### config.mk
export PLATFORM = sky130hd
export DESIGN_NAME = six_position_stepper_indexer_core
export DESIGN_NICKNAME = d
export VERILOG_FILES = /design/src/rtl/core/spsi_pkg.sv /design/src/rtl/core/spsi_motion.sv /design/src/rtl/core/spsi_out_stage.sv /design/src/rtl/core/six_position_stepper_indexer_core.sv
export SDC_FILE = /design/constraint.sdc
export NUM_CORES = 1
export LEC_CHECK = 0
export BUFFER_PORTS_ARGS = -buffer_cell sky130_fd_sc_hd__clkbuf_2
export CORE_AREA = 5 5 105 107
export CTS_CLUSTER_SIZE = 14
export DETAILED_ROUTE_END_ITERATION = 10
export DIE_AREA = 0 0 110 112
export GPL_TIMING_DRIVEN = 0
export PLACE_DENSITY = 0.72
export REMOVE_ABC_BUFFERS = 1
export SLEW_MARGIN = 10
export SYNTH_ARGS = -nofsm -noshare
export SYNTH_HDL_FRONTEND = slang
export SYNTH_SLANG_ARGS = --single-unit
### constraint.sdc
create_clock -name aclk -period 4.4 [get_ports aclk]
set_clock_uncertainty 0.15 [all_clocks]
set_input_delay 0.88 -clock aclk [delete_from_list [all_inputs] [get_ports aclk]]
set_output_delay 0.88 -clock aclk [all_outputs]
set_load 0.01 [all_outputs]
### src/rtl/core/spsi_pkg.sv
// Shared types, constants and lookup functions for the six-position stepper indexer.
// Used by every module in rtl/core; depends on nothing.
`timescale 1ns / 1ps

package spsi_pkg;

    localparam int unsigned PERIOD_W = 16;
    localparam int unsigned POS_W    = 3;
    localparam int unsigned COILS_W  = 4;
    localparam int unsigned STEPS_W  = 12;
    localparam int unsigned PHASE_W  = 3;

    localparam logic [PERIOD_W-1:0] PERIOD_RESET = 16'd1126;
    localparam logic [POS_W-1:0]    POS_RESET    = 3'd1;
    localparam logic [POS_W-1:0]    POS_MIN      = 3'd1;
    localparam logic [POS_W-1:0]    POS_MAX      = 3'd6;
    localparam logic [POS_W-1:0]    POS_COUNT    = 3'd6;
    localparam logic [POS_W-1:0]    HALF_TURN    = 3'd3;
    localparam logic [COILS_W-1:0]  COILS_RESET  = 4'hF;
    localparam logic [PHASE_W-1:0]  PHASE_CW     = 3'd0;
    localparam logic [PHASE_W-1:0]  PHASE_CCW    = 3'd7;

    localparam logic KIND_TICK = 1'b0;
    localparam logic KIND_MOVE = 1'b1;

    typedef struct packed {
        logic             kind;
        logic [POS_W-1:0] target_position;
    } in_item_t;

    typedef struct packed {
        logic [COILS_W-1:0] coils;
        logic [POS_W-1:0]   position;
        logic               busy_res;
        logic               rejected;
    } out_item_t;

    function automatic logic [COILS_W-1:0] coil_pattern(input logic [PHASE_W-1:0] phase);
        logic [COILS_W-1:0] pat;
        case (phase)
            3'd0:    pat = 4'h1;
            3'd1:    pat = 4'h3;
            3'd2:    pat = 4'h2;
            3'd3:    pat = 4'h6;
            3'd4:    pat = 4'h4;
            3'd5:    pat = 4'hC;
            3'd6:    pat = 4'h8;
            default: pat = 4'h9;
        endcase
        return pat;
    endfunction

    // floor(span * 256 / 3) sequences of eight half steps
    function automatic logic [STEPS_W-1:0] half_steps_for(input logic [1:0] span);
        logic [STEPS_W-1:0] steps;
        case (span)
            2'd1:    steps = 12'd680;
            2'd2:    steps = 12'd1360;
            2'd3:    steps = 12'd2048;
            default: steps = '0;
        endcase
        return steps;
    endfunction

endpackage

### src/rtl/core/spsi_motion.sv
// Motion state and single-pass step logic: period register, position, phase, counters.
// Depends on spsi_pkg.
`timescale 1ns / 1ps

module spsi_motion (
    input  logic                             aclk,
    input  logic                             aresetn,
    input  logic                             cfg_wr_en,
    input  logic [spsi_pkg::PERIOD_W-1:0]    cfg_wr_data,
    input  logic                             step_en,
    input  spsi_pkg::in_item_t               step_item,
    output spsi_pkg::out_item_t              step_result
);

    logic [spsi_pkg::PERIOD_W-1:0] period_reg;
    logic [spsi_pkg::POS_W-1:0]    current_pos_reg, current_pos_next;
    logic [spsi_pkg::POS_W-1:0]    goal_pos_reg, goal_pos_next;
    logic                          moving_reg, moving_next;
    logic                          turn_cw_reg, turn_cw_next;
    logic [spsi_pkg::PHASE_W-1:0]  phase_reg, phase_next;
    logic [spsi_pkg::STEPS_W-1:0]  steps_left_reg, steps_left_next;
    logic [spsi_pkg::PERIOD_W-1:0] tick_count_reg, tick_count_next;
    logic [spsi_pkg::COILS_W-1:0]  coils_reg, coils_next;

    logic [spsi_pkg::PERIOD_W-1:0] limit;
    logic [spsi_pkg::PERIOD_W-1:0] tick_inc;
    logic [spsi_pkg::STEPS_W-1:0]  steps_dec;
    logic [spsi_pkg::PHASE_W-1:0]  phase_adv;
    logic [spsi_pkg::POS_W-1:0]    target;
    logic [spsi_pkg::POS_W-1:0]    cw_dist;
    logic                          go_cw;
    logic [1:0]                    move_span;
    logic                          rejected;

    assign limit     = (period_reg == '0) ? 16'd1 : period_reg;
    assign tick_inc  = tick_count_reg + 16'd1;
    assign steps_dec = steps_left_reg - 12'd1;
    assign phase_adv = turn_cw_reg ? phase_reg + 3'd1 : phase_reg - 3'd1;
    assign target    = step_item.target_position;
    assign cw_dist   = (target >= current_pos_reg) ? target - current_pos_reg
                                                   : target + spsi_pkg::POS_COUNT - current_pos_reg;
    assign go_cw     = (cw_dist <= spsi_pkg::HALF_TURN);
    assign move_span = go_cw ? cw_dist[1:0] : 2'(spsi_pkg::POS_COUNT - cw_dist);

    always_comb begin
        current_pos_next = current_pos_reg;
        goal_pos_next    = goal_pos_reg;
        moving_next      = moving_reg;
        turn_cw_next     = turn_cw_reg;
        phase_next       = phase_reg;
        steps_left_next  = steps_left_reg;
        tick_count_next  = tick_count_reg;
        coils_next       = coils_reg;
        rejected         = 1'b0;
        if (step_en) begin
            if (step_item.kind == spsi_pkg::KIND_TICK) begin
                if (moving_reg) begin
                    if (tick_inc < limit) begin
                        tick_count_next = tick_inc;
                    end else begin
                        tick_count_next = '0;
                        steps_left_next = steps_dec;
                        if (steps_dec == '0) begin
                            moving_next      = 1'b0;
                            current_pos_next = goal_pos_reg;
                        end else begin
                            phase_next = phase_adv;
                            coils_next = spsi_pkg::coil_pattern(phase_adv);
                        end
                    end
                end
            end else if (moving_reg || !(target inside {[spsi_pkg::POS_MIN:spsi_pkg::POS_MAX]})
                         || target == current_pos_reg) begin
                rejected = 1'b1;
            end else begin
                turn_cw_next    = go_cw;
                phase_next      = go_cw ? spsi_pkg::PHASE_CW : spsi_pkg::PHASE_CCW;
                coils_next      = spsi_pkg::coil_pattern(phase_next);
                steps_left_next = spsi_pkg::half_steps_for(move_span);
                tick_count_next = '0;
                goal_pos_next   = target;
                moving_next     = 1'b1;
            end
        end
        step_result.coils    = coils_next;
        step_result.position = current_pos_next;
        step_result.busy_res = moving_next;
        step_result.rejected = rejected;
    end

    always_ff @(posedge aclk) begin
        if (!aresetn) begin
            period_reg      <= spsi_pkg::PERIOD_RESET;
            current_pos_reg <= spsi_pkg::POS_RESET;
            goal_pos_reg    <= spsi_pkg::POS_RESET;
            moving_reg      <= 1'b0;
            turn_cw_reg     <= 1'b0;
            phase_reg       <= '0;
            steps_left_reg  <= '0;
            tick_count_reg  <= '0;
            coils_reg       <= spsi_pkg::COILS_RESET;
        end else begin
            if (cfg_wr_en) begin
                period_reg <= cfg_wr_data;
            end
            current_pos_reg <= current_pos_next;
            goal_pos_reg    <= goal_pos_next;
            moving_reg      <= moving_next;
            turn_cw_reg     <= turn_cw_next;
            phase_reg       <= phase_next;
            steps_left_reg  <= steps_left_next;
            tick_count_reg  <= tick_count_next;
            coils_reg       <= coils_next;
        end
    end

    a_idle_count_clear: assert property (@(posedge aclk) disable iff (!aresetn)
        !moving_reg |-> tick_count_reg == '0)
        else $error("tick count not clear while idle");

    a_moving_has_steps: assert property (@(posedge aclk) disable iff (!aresetn)
        moving_reg |-> steps_left_reg != '0)
        else $error("move in progress with no half steps left");

    a_pos_range: assert property (@(posedge aclk) disable iff (!aresetn)
        current_pos_reg >= spsi_pkg::POS_MIN && current_pos_reg <= spsi_pkg::POS_MAX)
        else $error("carousel position out of range");

    a_busy_rejects: assert property (@(posedge aclk) disable iff (!aresetn)
        step_en && moving_reg && step_item.kind == spsi_pkg::KIND_MOVE |-> step_result.rejected)
        else $error("request accepted during a move");

    a_end_updates_pos: assert property (@(posedge aclk) disable iff (!aresetn)
        moving_reg && !moving_next |=> current_pos_reg == $past(goal_pos_reg))
        else $error("position not updated at end of move");

endmodule

### src/rtl/core/spsi_out_stage.sv
// Result register with valid/ready handshake towards the result channel.
// Depends on spsi_pkg.
`timescale 1ns / 1ps

module spsi_out_stage (
    input  logic                aclk,
    input  logic                aresetn,
    input  logic                load,
    input  spsi_pkg::out_item_t load_data,
    output logic                can_load,
    output logic                m_valid,
    input  logic                m_ready,
    output spsi_pkg::out_item_t m_data
);

    logic                valid_reg;
    spsi_pkg::out_item_t data_reg;

    assign can_load = !valid_reg || m_ready;
    assign m_valid  = valid_reg;
    assign m_data   = data_reg;

    always_ff @(posedge aclk) begin
        if (!aresetn) begin
            valid_reg <= 1'b0;
        end else if (can_load) begin
            valid_reg <= load;
        end
    end

    always_ff @(posedge aclk) begin
        if (load && can_load) begin
            data_reg <= load_data;
        end
    end

endmodule

### src/rtl/core/six_position_stepper_indexer_core.sv
// Top level of the six-position carousel indexer: input register, step logic, result register.
// Depends on spsi_pkg, spsi_motion and spsi_out_stage.
`timescale 1ns / 1ps

// One request (a tick or a move request) is taken per clock cycle while s_ready is high
// and gives exactly one result. A request waits in the input register until the result
// register can load, is applied to the motion state by the single-pass step logic and
// lands in the result register on m_data. A stalled result holds one more request in the
// input register before s_ready drops. half_step_period resets to 1126; the user writes
// it through cfg_wr_en/cfg_wr_data while no request is in flight, unenforced by the block.

module six_position_stepper_indexer_core (
    input  logic                          aclk,
    input  logic                          aresetn,
    input  logic                          cfg_wr_en,
    input  logic [spsi_pkg::PERIOD_W-1:0] cfg_wr_data,
    input  logic                          s_valid,
    output logic                          s_ready,
    input  spsi_pkg::in_item_t            s_data,
    output logic                          m_valid,
    input  logic                          m_ready,
    output spsi_pkg::out_item_t           m_data
);

    logic                in_valid_reg;
    spsi_pkg::in_item_t  in_data_reg;
    logic                out_can_load;
    logic                advance;
    spsi_pkg::out_item_t step_result;

    assign advance = in_valid_reg && out_can_load;
    assign s_ready = !in_valid_reg || out_can_load;

    always_ff @(posedge aclk) begin
        if (!aresetn) begin
            in_valid_reg <= 1'b0;
        end else if (s_ready) begin
            in_valid_reg <= s_valid;
        end
    end

    always_ff @(posedge aclk) begin
        if (s_valid && s_ready) begin
            in_data_reg <= s_data;
        end
    end

    spsi_motion u_motion (
        .aclk        (aclk),
        .aresetn     (aresetn),
        .cfg_wr_en   (cfg_wr_en),
        .cfg_wr_data (cfg_wr_data),
        .step_en     (advance),
        .step_item   (in_data_reg),
        .step_result (step_result)
    );

    spsi_out_stage u_out (
        .aclk      (aclk),
        .aresetn   (aresetn),
        .load      (advance),
        .load_data (step_result),
        .can_load  (out_can_load),
        .m_valid   (m_valid),
        .m_ready   (m_ready),
        .m_data    (m_data)
    );

endmodule

==> flow_metrics.py, run 1 <==
metrics = {
    "logic_synthesis": {
        "synth_top_area_share_pct": 28.5,
        "ys_seq_elements": 74,
        "synth_commonest_cells": "dfxtp_1 (61), nor2_1 (53), nand2_1 (40), a21oi_1 (32), inv_1 (31)",
        "ys.flop_type": "dfxtp_1",
        "syn_area_per_cell_sq_um": 8.81,
        "post-synth-top-count-cell": "dfxtp_1",
        "seq_area_frac_synth_pct": 37.6,
        "synth-edff-count": 13,
        "synthTopCellsByArea": "dfxtp_1 (29%), edfxtp_1 (9.1%), ha_1 (8.8%)",
        "synth_warnings": 0,
        "synth-async-reset-ratio_pct": 0,
        "synthDistinctLibCells": 65,
        "syn_inst": 486,
        "syn_area_sq_um": 4280,
        "synth_area_leader_cell": "dfxtp_1",
    },
    "cts": {
        "clock_path_buffers": 2,
        "cts.sinks": 74,
        "tritoncts": "built",
        "clk_latency_ns": 0.36,
        "htree_num_levels": 3,
        "cts_hold_buf": 0,
        "clkTransAtPathRegs_ns": 0.08,
        "cts_root_buffer": "clkbuf_8",
        "cts_made_buffers": 9,
    },
    "global_routing": {
        "grt_pass1_wl_um": 15500,
        "grt_usage_pct": 15.6,
        "grt_antenna_before_repair": 0,
        "grt.overflow.total": 0,
        "grt_pass1_vias": 3415,
        "grt_max_degree": 44,
    },
    "drt": {
        "drtIter0Drc": 238,
        "viasPerCell": 5.41,
        "vias": 3564,
        "post-route-drc-count": 0,
        "antenna_left": 0,
        "wl_per_cell_um": 14.2,
        "firstDrtPassIters": 4,
        "drt_wl_total_um": 9330,
    },
    "critical_path": {
        "r2r-end": "u_out.m_data[7]$_DFFE_PP_",
        "cp.arrival_ns": 4.11,
        "crit_fanout": 5,
        "crit_required_ns": 4.37,
        "critPathKind": "reg -> reg",
        "r2r_start": "u_motion.tick_count_reg[1]$_SDFFE_PN0P_",
        "start_kind": "register",
        "r2r_cells": 16,
        "ff2ff_setup_slack_ns": 0.26,
        "cp-end-kind": "register",
    },
    "flow_run": {
        "max_cap_viol_count": 0,
    },
    "power_and_ir_drop": {
        "swShare_pct": 27.3,
        "p_clk_share_pct": 33.2,
        "p_per_area_nw_per_um2": 287,
        "leakage_nw": 2.09,
        "power_mw": 1.39,
        "irDropWorstVdd_mv": 0.165,
        "combPwrFrac_pct": 13.8,
        "p_int_mw": 1.01,
        "seq_power_share_pct": 53.0,
        "switchingPower_mw": 0.378,
    },
    "run_status": {
        "status": "finished clean",
    },
    "timing": {
        "setup_viol": 0,
        "min_period_over_period_pct": 94.1,
        "slew_headroom_pct": 47.1,
        "slew_violations": 0,
        "hold_viol_final": 0,
        "tightest_slew_ns": 0.793,
        "post-route-min-period_ns": 4.14,
        "fmax_ghz": 0.242,
        "rsz0062_at_grt": "false",
        "setup_slack_ns": 0.261,
    },
    "floorplan": {
        "num_io_pins": 36,
        "die-width_um": 110,
        "die_area_sq_um": 12300,
        "die_h_um": 112,
        "rows": 37,
        "initial_utilization_pct": 42.6,
        "coreArea_sq_um": 10000,
    },
    "finish": {
        "nNetsFinal": 576,
        "diodes": 0,
        "drive_gt1_share_pct": 16.4,
        "final_cells": 659,
        "area_growth_pct": 12.7,
    },
    "worst_hold_path": {
        "min_path_cells": 2,
        "holdCritStartpoint": "u_motion.goal_pos_reg[2]$_SDFFE_PN0P_",
        "worstHoldPathType": "reg -> reg",
        "hold_end": "u_motion.goal_pos_reg[2]$_SDFFE_PN0P_",
    },
    "placed_design": {
        "dp_slack_ns": -0.234,
        "dp.cells": 636,
        "port-buffer-count": 35,
        "post-dp-hpwl_um": 6590,
        "gp_congestion": 0.810,
    },
}
## worst max-delay path by stage
stage,startpoint,endpoint,cells after the start
3_3_place_gp,u_motion.tick_count_reg[0]$_SDFFE_PN0P_,u_out.m_data[7]$_DFFE_PP_,15
5_1_grt,u_motion.tick_count_reg[2]$_SDFFE_PN0P_,u_out.m_data[7]$_DFFE_PP_,15
2_1_floorplan,u_motion.tick_count_reg[0]$_SDFFE_PN0P_,u_out.m_data[7]$_DFFE_PP_,15
6_report,u_motion.tick_count_reg[1]$_SDFFE_PN0P_,u_out.m_data[7]$_DFFE_PP_,16
3_5_place_dp,u_motion.tick_count_reg[0]$_SDFFE_PN0P_,u_motion.tick_count_reg[8]$_SDFFE_PN0P_,15
4_1_cts,u_motion.tick_count_reg[0]$_SDFFE_PN0P_,u_motion.current_pos_reg[0]$_SDFF_PN1_,15
## per-stage QoR
step / hold slack [ns] / utilization [%] / cell area, sq um / TNS [ns]
final: 0.305 / 48.0 / 4820 / 0
after global placement: 0.289 / 45.2 / 4540 / -1.59
after detailed placement: 0.296 / 45.2 / 4540 / -4.41
after floorplan: 0.282 / - / 4190 / 0
after CTS: 0.306 / 47.4 / 4760 / 0
after global routing: 0.328 / 48.0 / 4820 / 0
## what timing repair did
action,4_1_cts,5_1_grt
gates resized for setup,6,10
cloned,0,0
endpoints found under the setup margin,30,29
endpoints found under the hold margin,0,0
setup buffers,4,4
pin swaps,3,2
## area by class of cell
cell class | count | area (sq um)
well taps | 136 | 170
fillers | 957 | 5220
flip-flops and latches | 74 | 1610
multi-input cells | 359 | 2530
clock inverters | 3 | 17.5
clock buffers | 12 | 145
inverters | 32 | 120
repair buffers | 43 | 231
## routing by layer
layer / wire length (um) / vias up / share of wire, % / global-route usage [%]
li1: - / 1789 / - / -
met4: 73 / 0 / 0.78 / 3.99
met3: 622 / 8 / 6.7 / 5.10
met5: 0 / - / 0 / 0
met2: 4590 / 88 / 49 / 26.5
met1: 4040 / 1679 / 43 / 18.9
## cell families after synthesis
kind of cell	count (synthesis)	synth area share [%]
DFF	74	37.6
adders and majority gates	32	9.70
and+or+nand+nor	180	21.4
xor gates and xnor gates	22	4.68
buffers and inverters	53	4.91
muxes	17	4.15
AOI/OAI and AO/OA	108	17.5
## placed cells by master, fill, tap and decap left out, drive strengths merged, types with 4 or more instances in the layout
master  count
o21ai      20
clkbuf     47
o211ai     13
xor2       10
mux2i      14
nor2b       5
a21oi      32
nand3      15
nand3b      4
ha         30
and2        9
and3       14
nand2b      4
inv        32
edfxtp     13
a22oi       7
nor3       15
xnor2      12
dfxtp      61
o211a       6
nor4        6
nor2       56
buf         8
nand4       5
a21o        4
nand2      40
## power by group through the flow
stage / sequential [mW] / combinational [mW] / clock, mW
after global placement: 0.749 / 0.181 / 0
after CTS: 0.735 / 0.191 / 0.472
after global routing: 0.738 / 0.216 / 0.506
after detailed placement: 0.750 / 0.187 / 0
after floorplan: 0.745 / 0.134 / 0
final: 0.735 / 0.191 / 0.459
## worst max-delay path, stage by stage, from the launching register on
cell and delay [ns]:
dfxtp_1 0.38, ha_2 0.24, and3_2 0.24, and3_2 0.24, and3_4 0.22, and3_4 0.22
nand3_1 0.10, xnor2_1 0.18, ha_1 0.33, and4_2 0.28, o2111ai_1 0.12, a31o_2 0.30
a31o_4 0.26, nor3_4 0.16, buf_4 0.18, mux2i_1 0.22, nor2_1 0.05
Note: power is estimated with default switching activity, not from simulation.
==> run 2, diff against run 1 <==
- clock period: 4.4 -> 4.9 ns (I/O delays scaled with it)
==> run 2 against run 1 <==
Against the previous run: core utilization fell by 1.1 points; sequential share of layout area up 0.79 points; design area shrank 2.4%; highest routed layer unchanged; critical path depth decreased by 1; die area is the same; cell count decreased by 1.2%; maximum frequency fell by 10%; hold slack gained 0.0012 ns; combinational power decreased by 12%; clock power fell by 11%; register-to-register slack gained 0.04 ns; setup slack improved by 0.039 ns.
==> flow_metrics.py, run 2 (same netlist as run 1, synthesis figures left out) <==
metrics = {
    "cts": {
        "cts_root_buffer": "clkbuf_8",
        "cts_made_buffers": 9,
        "clk_latency_ns": 0.35,
        "clkTransAtPathRegs_ns": 0.07,
        "htree_num_levels": 3,
        "clock_path_buffers": 2,
        "cts.sinks": 74,
        "cts_hold_buf": 0,
        "tritoncts": "built",
    },
    "floorplan": {
        "die_area_sq_um": 12300,
        "num_io_pins": 36,
        "coreArea_sq_um": 10000,
        "initial_utilization_pct": 42.6,
        "rows": 37,
        "die-width_um": 110,
        "die_h_um": 112,
    },
    "timing": {
        "hold_viol_final": 0,
        "tightest_slew_ns": 0.803,
        "holdWs_ns": 0.306,
        "tns_ns": 0,
        "min_period_over_period_pct": 93.9,
        "slew_violations": 0,
        "slew_headroom_pct": 46.4,
        "setup_viol": 0,
        "post-route-min-period_ns": 4.60,
        "rsz0062_at_grt": "false",
        "fmax_ghz": 0.217,
    },
    "global_routing": {
        "grt_pass1_vias": 3377,
        "grt.overflow.total": 0,
        "grt_antenna_before_repair": 0,
        "grt_max_degree": 44,
        "grt_usage_pct": 15.4,
        "grt_pass1_wl_um": 15300,
    },
    "finish": {
        "nNetsFinal": 568,
        "final_common_cell": "dfxtp_1",
        "drive_gt1_share_pct": 13.6,
        "nFillCells": 971,
        "mostFrequentLayoutCells": "dfxtp_1 (61), nor2_1 (52), nand2_1 (40)",
        "area_growth_pct": 9.97,
        "multiInputGateArea_sq_um": 2470,
        "seq_area_sq_um": 1610,
        "diodes": 0,
    },
    "worst_hold_path": {
        "min_path_cells": 2,
        "worstHoldPathType": "reg -> reg",
    },
    "drt": {
        "antenna_left": 0,
        "drtIter0Drc": 195,
        "post-route-drc-count": 0,
        "viasPerCell": 5.42,
        "drt_wl_total_um": 9070,
        "vias": 3528,
        "firstDrtPassIters": 4,
        "wl_per_cell_um": 13.9,
    },
    "placed_design": {
        "gp_congestion": 0.810,
        "port-buffer-count": 35,
        "post-dp-hpwl_um": 6590,
    },
    "critical_path": {
        "crit_family": "simple AND/OR/NAND/NOR gates",
        "r2r_cells": 15,
        "cpMaxStageDelayCell": "a31oi_2",
        "path_cells": "ha_1 > and3_1 > and3_1 > and3_1 > and3_1 > nand3_1 > xnor2_1 > ha_1 > and4_1 > o2111ai_1 > a31o_2 > a31oi_2 > nand3_2 > mux2_4 > or2_1",
        "critPathKind": "reg -> reg",
        "r2r-end": "u_motion.current_pos_reg[0]$_SDFF_PN1_",
        "crit_required_ns": 5.00,
        "start_kind": "register",
        "ff2ff_setup_slack_ns": 0.30,
        "critical_path.startpoint": "u_motion.tick_count_reg[0]$_SDFFE_PN0P_",
        "cp.arrival_ns": 4.70,
        "crit_cells": 15,
        "critPathBufInv": 0,
        "cp_slowest_stage_delay_ns": 0.52,
        "cp-end-kind": "register",
        "critPathCapture": "u_motion.current_pos_reg[0]$_SDFF_PN1_",
        "crit_fanout": 10,
        "r2r_start": "u_motion.tick_count_reg[0]$_SDFFE_PN0P_",
        "crit_path_frequent_cell": "and3_1",
    },
    "power_and_ir_drop": {
        "leakage_nw": 2.04,
        "p_per_area_nw_per_um2": 263,
        "irDropWorstVdd_mv": 0.150,
    },
    "flow_run": {
        "max_cap_viol_count": 0,
    },
    "run_status": {
        "status": "finished clean",
    },
}
run 2: cell count changes in the layout (fill, tap and decap cells not counted), sizes merged:
cell  previous run  this run
buf              8         0
run 2: area by class of cell:
cell class / instances / area share [%]
Timing Repair Buffer: 35 / 3.72
Sequential cell: 74 / 34.2
Clock inverter: 3 / 0.372
Clock buffer: 12 / 3.08
Inverter: 32 / 2.55
Multi-Input combinational cell: 359 / 52.4
Tap cell: 136 / 3.61
run 2: what timing repair did:
| action | 4_1_cts | 5_1_grt |
|---|---|---|
| setup buffers | 0 | 0 |
| resized for setup | 0 | 2 |
| endpoints found under the setup margin | 0 | 19 |
run 2: worst reg2reg max path, stage by stage, from the launching register on:
cell	delay (ns)
dfxtp_1	0.41
ha_1	0.27
and3_1	0.26
and3_1	0.26
and3_1	0.25
and3_1	0.29
nand3_1	0.13
xnor2_1	0.18
ha_1	0.33
and4_1	0.25
o2111ai_1	0.12
a31o_2	0.29
a31oi_2	0.52
nand3_2	0.21
mux2_4	0.36
or2_1	0.20
run 2: layer usage:
layer / part of all wire (%) / track usage [%]
met5: 0 / 0
met4: 0.56 / 3.82
met3: 5.4 / 4.99
met2: 48 / 25.9
met1: 46 / 18.8
run 2: through the flow:
step / utilization, % / std cells / instance area, sq um / worst slack, ns / power (mW)
after global routing: 46.9 / 651 / 4710 / 0.0357 / 1.31
after detailed placement: 45.2 / 636 / 4540 / 0.266 / 0.841
after global placement: 45.2 / 636 / 4540 / 0.327 / 0.835
after CTS: 46.8 / 651 / 4700 / 0.206 / 1.25
after floorplan: - / 465 / 4190 / 0.873 / 0.790
final: 46.9 / 651 / 4710 / 0.300 / 1.24
run 2: how the worst min path moves through the flow:
stage	slack, ns	to	start
floorplan	0.28	u_motion.goal_pos_reg[2]$_SDFFE_PN0P_	u_motion.goal_pos_reg[2]$_SDFFE_PN0P_
global placement	0.29	u_motion.goal_pos_reg[2]$_SDFFE_PN0P_	u_motion.goal_pos_reg[2]$_SDFFE_PN0P_
detailed placement	0.30	u_motion.goal_pos_reg[2]$_SDFFE_PN0P_	u_motion.goal_pos_reg[2]$_SDFFE_PN0P_
CTS	0.31	u_motion.goal_pos_reg[2]$_SDFFE_PN0P_	u_motion.goal_pos_reg[2]$_SDFFE_PN0P_
global route	0.33	u_motion.goal_pos_reg[2]$_SDFFE_PN0P_	u_motion.goal_pos_reg[2]$_SDFFE_PN0P_
finish	0.31	u_motion.goal_pos_reg[2]$_SDFFE_PN0P_	u_motion.goal_pos_reg[2]$_SDFFE_PN0P_
run 2: power by group:
group	internal (mW)	switching [mW]
Sequential	0.641	0.0193
Clock	0.193	0.216
Combinational	0.0690	0.0993
Total	0.903	0.334
